### src/rtl/skms_pkg.sv
// Shared widths, request codes and the sequencer microprogram for the key table.
`default_nettype none
package skms_pkg;

  // fixed port widths
  localparam int REQ_W        = 2;
  localparam int KEY_PORT_W   = 16;
  localparam int COUNT_PORT_W = 7;

  // default sizing
  localparam int CAPACITY_DEF = 64;
  localparam int KEY_BITS_DEF = 16;

  // request codes
  localparam logic [REQ_W-1:0] REQ_CLEAR  = 2'd0;
  localparam logic [REQ_W-1:0] REQ_APPEND = 2'd1;
  localparam logic [REQ_W-1:0] REQ_QUERY  = 2'd2;

  // microprogram steps
  localparam int STEP_W = 4;
  typedef logic [STEP_W-1:0] step_t;

  localparam step_t S_IDLE   = 4'd0;
  localparam step_t S_CLR    = 4'd1;
  localparam step_t S_APP    = 4'd2;
  localparam step_t S_A_CHK  = 4'd3;
  localparam step_t S_A_CMP  = 4'd4;
  localparam step_t S_A_WR   = 4'd5;
  localparam step_t S_A_FULL = 4'd6;
  localparam step_t S_QRY    = 4'd7;
  localparam step_t S_Q_CHK  = 4'd8;
  localparam step_t S_Q_CMP  = 4'd9;
  localparam step_t S_RESP   = 4'd10;
  localparam int    NUM_STEPS = 11;

  // datapath actions
  typedef logic [3:0] act_t;
  localparam act_t ACT_NOP       = 4'd0;
  localparam act_t ACT_CLEAR     = 4'd1;
  localparam act_t ACT_LOAD_POS  = 4'd2;
  localparam act_t ACT_READ_PREV = 4'd3;
  localparam act_t ACT_SHIFT_GT  = 4'd4;
  localparam act_t ACT_WRITE_KEY = 4'd5;
  localparam act_t ACT_SET_FULL  = 4'd6;
  localparam act_t ACT_LOAD_RNG  = 4'd7;
  localparam act_t ACT_READ_MID  = 4'd8;
  localparam act_t ACT_NARROW    = 4'd9;
  localparam act_t ACT_POST      = 4'd10;

  // sequencing conditions: jump to target when true, else fall through (the wait conditions hold instead)
  typedef logic [2:0] cond_t;
  localparam cond_t C_NEXT    = 3'd0;
  localparam cond_t C_JUMP    = 3'd1;
  localparam cond_t C_WAIT_IN = 3'd2;  // hold until an item arrives, then dispatch
  localparam cond_t C_FULL    = 3'd3;
  localparam cond_t C_POS_Z   = 3'd4;
  localparam cond_t C_GT      = 3'd5;
  localparam cond_t C_EMPTY   = 3'd6;  // search range empty
  localparam cond_t C_OUT_OK  = 3'd7;  // hold until result register is free

  typedef struct packed {
    act_t  act;
    cond_t cond;
    step_t target;
  } ucode_t;

  localparam ucode_t UCODE [NUM_STEPS] = '{
    '{ACT_NOP,       C_WAIT_IN, S_IDLE},    // S_IDLE
    '{ACT_CLEAR,     C_JUMP,    S_RESP},    // S_CLR
    '{ACT_LOAD_POS,  C_FULL,    S_A_FULL},  // S_APP
    '{ACT_READ_PREV, C_POS_Z,   S_A_WR},    // S_A_CHK
    '{ACT_SHIFT_GT,  C_GT,      S_A_CHK},   // S_A_CMP
    '{ACT_WRITE_KEY, C_JUMP,    S_RESP},    // S_A_WR
    '{ACT_SET_FULL,  C_JUMP,    S_RESP},    // S_A_FULL
    '{ACT_LOAD_RNG,  C_NEXT,    S_IDLE},    // S_QRY
    '{ACT_READ_MID,  C_EMPTY,   S_RESP},    // S_Q_CHK
    '{ACT_NARROW,    C_GT,      S_Q_CHK},   // S_Q_CMP (cond reused: not equal loops)
    '{ACT_POST,      C_OUT_OK,  S_IDLE}     // S_RESP
  };

endpackage
`default_nettype wire

### src/rtl/skms_req_if.sv
// Request channel: request kind and key.
`default_nettype none
interface skms_req_if;
  logic                               valid;
  logic                               ready;
  logic [skms_pkg::REQ_W-1:0]         req_type;
  logic [skms_pkg::KEY_PORT_W-1:0]    key;

  modport source (output valid, output req_type, output key, input ready);
  modport sink   (input valid, input req_type, input key, output ready);
endinterface
`default_nettype wire

### src/rtl/skms_rsp_if.sv
// Response channel: found flag, full flag and entry count.
`default_nettype none
interface skms_rsp_if;
  logic                               valid;
  logic                               ready;
  logic                               found;
  logic                               full_error;
  logic [skms_pkg::COUNT_PORT_W-1:0]  entry_count;

  modport source (output valid, output found, output full_error, output entry_count,
                  input ready);
  modport sink   (input valid, input found, input full_error, input entry_count,
                  output ready);
endinterface
`default_nettype wire

### src/rtl/sorted_key_membership_search.sv
// Top level: sorted key table with insertion-sort append and binary-search query.
//
//  channel | dir | handshake     | payload
//  --------+-----+---------------+---------------------------------------
//  req     | in  | valid / ready | req_type[1:0], key[15:0]
//  rsp     | out | valid / ready | found, full_error, entry_count[6:0]
//
// Per item: a clear empties the table; a query probes the binary-search midpoint until a
//   hit or an empty range; an append shifts each larger entry up by one place, starting
//   from the end of the table, then writes the key; a full append sets the full flag
//   instead. The shift loop is set by the one read/one write port of the key RAM.
// Reset (rst, synchronous) empties the table and drops any pending result; RAM
//   contents are not cleared, only entries below the count are ever read.
// A new item is taken while the previous result still waits in the output register;
//   the sequencer only stalls in its final step if that register is still full.
`default_nettype none
module sorted_key_membership_search #(
  parameter int CAPACITY = skms_pkg::CAPACITY_DEF,
  parameter int KEY_BITS = skms_pkg::KEY_BITS_DEF
) (
  input  logic     clk,
  input  logic     rst,
  skms_req_if.sink   req,
  skms_rsp_if.source rsp
);
  import skms_pkg::*;

  localparam int ADDR_W = $clog2(CAPACITY);
  localparam int CNT_W  = $clog2(CAPACITY + 1);
  localparam logic [CNT_W-1:0] CAP_CNT = CNT_W'(CAPACITY);

  // sequencer
  step_t  step;
  step_t  step_next;
  ucode_t uw;

  // datapath registers
  logic [KEY_BITS-1:0] key_r;
  logic [CNT_W-1:0]    count;
  logic [ADDR_W-1:0]   pos;
  logic [CNT_W-1:0]    lo;
  logic [CNT_W-1:0]    hi;
  logic [ADDR_W-1:0]   mid;
  logic                found_r;
  logic                full_r;

  // RAM port signals
  logic                ram_we;
  logic [ADDR_W-1:0]   ram_waddr;
  logic [KEY_BITS-1:0] ram_wdata;
  logic                ram_re;
  logic [ADDR_W-1:0]   ram_raddr;
  logic [KEY_BITS-1:0] ram_rdata;

  logic [KEY_PORT_W+KEY_BITS-1:0]    key_wide;
  logic [KEY_BITS-1:0]               key_in;
  logic [CNT_W-1:0]                  mid_calc;
  logic                              accept;
  logic                              out_free;
  logic                              rd_gt;
  logic                              rd_eq;
  logic [COUNT_PORT_W+CNT_W-1:0]     count_wide;

  // only the low KEY_BITS of the key port count; zero-extend when wider
  assign key_wide = {{KEY_BITS{1'b0}}, req.key};
  assign key_in   = key_wide[KEY_BITS-1:0];

  assign count_wide = {{COUNT_PORT_W{1'b0}}, count};

  assign uw       = UCODE[step];
  assign req.ready = (step == S_IDLE);
  assign accept   = req.valid && req.ready;
  assign out_free = !rsp.valid || rsp.ready;

  assign mid_calc = lo + ((hi - lo) >> 1);
  assign rd_gt    = ram_rdata > key_r;
  assign rd_eq    = ram_rdata == key_r;

  // next step
  always_comb begin
    step_next = step;
    unique case (uw.cond)
      C_NEXT:    step_next = step + step_t'(1);
      C_JUMP:    step_next = uw.target;
      C_WAIT_IN: begin
        if (accept) begin
          unique case (req.req_type)
            REQ_CLEAR:  step_next = S_CLR;
            REQ_APPEND: step_next = S_APP;
            REQ_QUERY:  step_next = S_QRY;
            default:    step_next = S_RESP;   // unused code: plain status reply
          endcase
        end
      end
      C_FULL:    step_next = (count >= CAP_CNT) ? uw.target : step + step_t'(1);
      C_POS_Z:   step_next = (pos == '0) ? uw.target : step + step_t'(1);
      C_GT: begin
        // append: larger entry shifted, go again; query: a miss narrows and loops
        if (uw.act == ACT_NARROW) begin
          step_next = rd_eq ? step + step_t'(1) : uw.target;
        end else begin
          step_next = rd_gt ? uw.target : step + step_t'(1);
        end
      end
      C_EMPTY:   step_next = (lo >= hi) ? uw.target : step + step_t'(1);
      C_OUT_OK:  step_next = out_free ? uw.target : step;
      default:   step_next = S_IDLE;
    endcase
  end

  // RAM control
  always_comb begin
    ram_we    = 1'b0;
    ram_waddr = pos;
    ram_wdata = key_r;
    ram_re    = 1'b0;
    ram_raddr = pos - ADDR_W'(1);
    unique case (uw.act)
      ACT_READ_PREV: ram_re = 1'b1;
      ACT_READ_MID: begin
        ram_re    = 1'b1;
        ram_raddr = mid_calc[ADDR_W-1:0];
      end
      ACT_SHIFT_GT: begin
        ram_we    = rd_gt;
        ram_wdata = ram_rdata;
      end
      ACT_WRITE_KEY: ram_we = 1'b1;
      default: ;
    endcase
  end

  skms_ram #(
    .WIDTH (KEY_BITS),
    .DEPTH (CAPACITY)
  ) u_ram (
    .clk   (clk),
    .we    (ram_we),
    .waddr (ram_waddr),
    .wdata (ram_wdata),
    .re    (ram_re),
    .raddr (ram_raddr),
    .rdata (ram_rdata)
  );

  // control state
  always_ff @(posedge clk) begin
    if (rst) begin
      step      <= S_IDLE;
      count     <= '0;
      rsp.valid <= 1'b0;
    end else begin
      step <= step_next;
      if (uw.act == ACT_CLEAR) begin
        count <= '0;
      end else if (uw.act == ACT_WRITE_KEY) begin
        count <= count + CNT_W'(1);
      end
      if (uw.act == ACT_POST && out_free) begin
        rsp.valid <= 1'b1;
      end else if (rsp.ready) begin
        rsp.valid <= 1'b0;
      end
    end
  end

  // datapath payload
  always_ff @(posedge clk) begin
    if (accept) begin
      key_r   <= key_in;
      found_r <= 1'b0;
      full_r  <= 1'b0;
    end
    unique case (uw.act)
      ACT_LOAD_POS: pos <= count[ADDR_W-1:0];
      ACT_SHIFT_GT: begin
        if (rd_gt) begin
          pos <= pos - ADDR_W'(1);
        end
      end
      ACT_SET_FULL: full_r <= 1'b1;
      ACT_LOAD_RNG: begin
        lo <= '0;
        hi <= count;
      end
      ACT_READ_MID: mid <= mid_calc[ADDR_W-1:0];
      ACT_NARROW: begin
        if (rd_eq) begin
          found_r <= 1'b1;
        end else if (rd_gt) begin
          hi <= CNT_W'(mid);
        end else begin
          lo <= CNT_W'(mid) + CNT_W'(1);
        end
      end
      ACT_POST: begin
        if (out_free) begin
          rsp.found       <= found_r;
          rsp.full_error  <= full_r;
          rsp.entry_count <= count_wide[COUNT_PORT_W-1:0];
        end
      end
      default: ;
    endcase
  end

  // checks
  a_count_bound: assert property (@(posedge clk) disable iff (rst)
    count <= CAP_CNT)
    else $error("entry count above capacity");

  a_full_only_at_cap: assert property (@(posedge clk) disable iff (rst)
    full_r && step != S_IDLE |-> count == CAP_CNT)
    else $error("full flag with room left");

  a_accept_leaves_idle: assert property (@(posedge clk) disable iff (rst)
    accept |=> step != S_IDLE)
    else $error("accepted item not started");

  a_pos_in_range: assert property (@(posedge clk) disable iff (rst)
    (step == S_A_CHK || step == S_A_CMP) |-> CNT_W'(pos) < count + CNT_W'(1))
    else $error("insert position beyond count");

  a_flags_exclusive: assert property (@(posedge clk) disable iff (rst)
    rsp.valid |-> !(rsp.found && rsp.full_error))
    else $error("found and full both set");

endmodule
`default_nettype wire

### src/rtl/skms_ram.sv
// Generic single-write, single-read RAM with registered read data.
`default_nettype none
module skms_ram #(
  parameter int WIDTH = 16,
  parameter int DEPTH = 64
) (
  input  logic                     clk,
  input  logic                     we,
  input  logic [$clog2(DEPTH)-1:0] waddr,
  input  logic [WIDTH-1:0]         wdata,
  input  logic                     re,
  input  logic [$clog2(DEPTH)-1:0] raddr,
  output logic [WIDTH-1:0]         rdata
);
  logic [WIDTH-1:0] mem [DEPTH];

  always_ff @(posedge clk) begin
    if (we) begin
      mem[waddr] <= wdata;
    end
    if (re) begin
      rdata <= mem[raddr];
    end
  end
endmodule
`default_nettype wire
### src/flat_wrapper.sv
// flat-port wrapper written by rule: the top's interface ports become plain ports
module sorted_key_membership_search_flat import skms_pkg::*;
#(
  parameter int CAPACITY = skms_pkg::CAPACITY_DEF,
  parameter int KEY_BITS = skms_pkg::KEY_BITS_DEF
)
  (clk, rst, req_valid, req_req_type, req_key, req_ready, rsp_valid, rsp_found, rsp_full_error, rsp_entry_count, rsp_ready);
  skms_req_if req_i ();
  skms_rsp_if rsp_i ();
  input  logic clk;
  input  logic rst;
  input wire logic [$bits(req_i.valid)-1:0] req_valid;
  input wire logic [$bits(req_i.req_type)-1:0] req_req_type;
  input wire logic [$bits(req_i.key)-1:0] req_key;
  output wire logic [$bits(req_i.ready)-1:0] req_ready;
  output wire logic [$bits(rsp_i.valid)-1:0] rsp_valid;
  output wire logic [$bits(rsp_i.found)-1:0] rsp_found;
  output wire logic [$bits(rsp_i.full_error)-1:0] rsp_full_error;
  output wire logic [$bits(rsp_i.entry_count)-1:0] rsp_entry_count;
  input wire logic [$bits(rsp_i.ready)-1:0] rsp_ready;
  assign req_i.valid = req_valid;
  assign req_i.req_type = req_req_type;
  assign req_i.key = req_key;
  assign req_ready = req_i.ready;
  assign rsp_valid = rsp_i.valid;
  assign rsp_found = rsp_i.found;
  assign rsp_full_error = rsp_i.full_error;
  assign rsp_entry_count = rsp_i.entry_count;
  assign rsp_i.ready = rsp_ready;
  sorted_key_membership_search #(.CAPACITY(CAPACITY), .KEY_BITS(KEY_BITS)) u_core (.clk(clk), .rst(rst), .req(req_i), .rsp(rsp_i));
endmodule
### config.mk
export PLATFORM = sky130hd
export DESIGN_NAME = sorted_key_membership_search_flat
export DESIGN_NICKNAME = d
export VERILOG_FILES = /design/src/rtl/skms_pkg.sv /design/src/rtl/skms_req_if.sv /design/src/rtl/skms_rsp_if.sv /design/src/rtl/sorted_key_membership_search.sv /design/src/rtl/skms_ram.sv /design/src/flat_wrapper.sv
export SDC_FILE = /design/constraint.sdc
export NUM_CORES = 1
export LEC_CHECK = 0
export ABC_AREA = 1
export BUFFER_PORTS_ARGS = -buffer_cell sky130_fd_sc_hd__buf_2
export CELL_PAD_IN_SITES_DETAIL_PLACEMENT = 1
export CELL_PAD_IN_SITES_GLOBAL_PLACEMENT = 1
export CORE_UTILIZATION = 40
export DETAILED_ROUTE_END_ITERATION = 7
export PLACE_DENSITY = 0.77
export SYNTH_ARGS = -nofsm -noshare
export SYNTH_HDL_FRONTEND = slang
export SYNTH_SLANG_ARGS = --single-unit
### constraint.sdc
create_clock -name clk -period 4.9 [get_ports clk]
set_input_delay 0.98 -clock clk [delete_from_list [all_inputs] [get_ports clk]]
set_output_delay 0.98 -clock clk [all_outputs]
set_load 0.01 [all_outputs]
==> impl_metrics.yaml <==
logic_synthesis:
  ys_ff_latch: 1105
  synth_edf_count: 1091
  yosysTopAreaCell: "edfxtp_1"
  netlist_area_mm2: 0.0466
  netlist.area_leader.share_pct: 70.3
  ys_seq_area_share_pct: 70.9
  syn_nets: 4118
  synth.distinct_cells: 40
  yosysWarnings: 0
  syn_inst: 4059
  ys.flop_type: "edfxtp_1"
  synth_area_per_cell_um2: 11.5
  synth_async_sr_flop_share_pct: 0
  synthTopCellsByArea: "edfxtp_1, nand2_1, nand3_1, nor2_1, o21ai_0"
route:
  drc: 0
  dr.pass1.iters: 6
  vias: 32739
  ant_nets: 0
  vias_per_cell: 5.70
  drt_wl_total_mm: 147
  drt_iter0_drc: 3225
  wl_per_cell_um: 25.5
sta:
  max_slew.worst_pin.slew_ps: 1390
  finalSetupViolCount: 0
  rsz0062_at_grt: "false"
  fin_crit_sh_pct: 89.8
  drv_slew: 0
  finClkSkew_ps: 28.4
  hold_violations: 0
  fmax_mhz: 227
  period_needed_ps: 4400
  setup_tns_ps: 0
  slew_headroom_pct: 6.66
grt:
  grt_use_total_pct: 24.7
  first_global_vias: 34424
  grt-ovfl-total: 0
  grt_start_max_net_pins: 97
  antenna_found_initial: 6
  grt_pass1_wl_mm: 216
finish:
  fin_nets: 4193
  final_area_mm2: 0.0533
  area_growth_pct: 14.3
  final_cell_mix: "edfxtp_1, nand2_1, nand3_1"
  final_common_cell: "edfxtp_1"
  layout-drive-gt1-share_pct: 10.4
clock_tree:
  clkLatencyLatePin_ps: 700
  cts_buffer_depth: 3
  cts_resized: 0
  cts_hold_buf: 0
  clkSlewWorstSetupHoldPaths_ps: 60
  cts_tree: "done"
  cts_buffers: 111
  cts_htree_levels: 3
  clock_tree.root_cell: "clkbuf_16"
  clock-sinks: 1105
  post_cts_buffers: 0
worst_hold_path:
  hold_class: "reg2reg"
power:
  powerDensity_mw_per_mm2: 638
  p_leak_nw: 19.3
  sw_frac_of_total_pct: 40.2
  p_sw_mw: 13.7
  power_frac_comb_pct: 39.0
  ir_drop_v: 0.000662
  clkPwrFrac_pct: 26.6
  seqPwrFrac_pct: 34.4
  p_int_mw: 20.3
die:
  placementRows: 124
  io_pins: 33
  die_h_um: 343
  coreArea_mm2: 0.115
  die-area_mm2: 0.118
  initial_core_util_pct: 40.6
  die_x_um: 343
placed_design:
  hpwl_mm: 87.7
  gp_congestion: 0.880
  port-buffer-count: 32
  place_area_mm2: 0.0494
setup_path:
  arrival_ps: 4820
  cp-start-kind: "flip-flop"
  end_kind: "flip-flop"
  worstPathRequired_ps: 5330
  path_max_fanout: 69
  critPathKind: "reg2reg"
run:
  drv_cap: 0
run_status:
  status: "finished, final reports clean"
==> metal layers <==
metal	GRT usage, %	wire length, µm	vias to the layer above
met3	3.78	11100	358
li1	-	-	14318
met4	11.7	7310	6
met2	41.1	70500	1469
met5	0	28	-
met1	31.6	57600	16588
==> final cells by class <==
| cell class | count | area (µm²) |
|---|---|---|
| Tap cell | 1512 | 1890 |
| Inverter | 208 | 796 |
| Multi-Input combinational cell | 2518 | 11900 |
| Timing Repair Buffer | 190 | 1760 |
| Clock inverter | 73 | 847 |
| Clock buffer | 136 | 3020 |
| Fill cell | 12050 | 61700 |
| Sequential cell | 1105 | 33000 |
| Antenna cell | 1 | 2.50 |
==> power groups by stage <==
stage / registers, mW / logic [mW] / clock network (mW)
after floorplan: 11.9 / 7.60 / 0
after CTS: 11.7 / 13.0 / 9.13
after detailed placement: 11.9 / 12.8 / 0
after global routing: 11.7 / 14.0 / 9.46
after global placement: 11.9 / 12.4 / 0
final: 11.7 / 13.2 / 9.05
==> cells in the mapped netlist, drive strengths merged (35+ instances only) <==
master	count
nand2	1008
o211ai	146
o21ai	254
a21oi	35
clkbuf	57
nand3	499
ha	35
buf	171
inv	207
nor2	439
edfxtp	1091
or2	50
==> per-stage QoR <==
| step | power (mW) | setup slack (ps) | hold WS (ps) | util, % | instances |
|---|---|---|---|---|---|
| floorplan | 19.5 | 254 | 409 | - | 4059 |
| global placement | 24.2 | 610 | 414 | 43.0 | 5533 |
| detailed placement | 24.7 | 522 | 427 | 43.0 | 5533 |
| CTS | 33.8 | 513 | 423 | 46.3 | 5742 |
| global route | 35.2 | 282 | 436 | 46.3 | 5742 |
| finish | 34.0 | 501 | 443 | 46.3 | 5743 |
==> sequential cells by signal (all words and copies together) (netlist names) <==
name / count
u_core.count: 7
u_core.found_r: 1
u_core.u_ram.mem: 1024
u_core.step: 4
u_core.rsp.valid: 1
u_core.mid: 6
u_core.rsp.full_error: 1
u_core.rsp.found: 1
u_core.key_r: 16
u_core.hi: 7
u_core.pos: 6
u_core.lo: 7
u_core.rsp.entry_count: 7
u_core.u_ram.rdata: 16
u_core.full_r: 1
==> critical path, stage by stage (launching register included) <==
cell and delay [ps]:
edfxtp_1 410, ha_1 200, inv_1 80, fa_1 420
ha_1 210, inv_1 80, fa_1 430, inv_1 130
o21ai_4 110, inv_8 340, buf_12 270, buf_12 240
nor2_1 80, o21ai_0 90, nand3_1 100, nand3_1 270
nand3_1 140, nand3_1 340, nand2_1 110
==> path summary, 6_finish.rpt <==
check | start | to | slack (ps) | depth (start not counted)
setup / recovery | u_core.lo[0] | u_core.u_ram.rdata[12] | 500 | 18
hold / removal | u_core.found_r | u_core.rsp.found | 440 | 0
setup reg to reg | u_core.lo[0] | u_core.u_ram.rdata[12] | 500 | 18
hold reg to reg | u_core.found_r | u_core.rsp.found | 440 | 0
==> kinds of logic (layout without fill, tap and decap cells) <==
family,after synthesis,count (layout),synth area share [%]
buffers and inverters,436,607,4.15
AND/OR/NAND/NOR,2023,2023,18.1
AO/OA/AOI/OAI,443,443,5.61
other,0,1,0
flip-flops,1105,1105,70.9
XOR/XNOR,15,15,0.282
adder cells (fa/ha/maj),37,37,1.02
(Power assumes the default switching activity.)
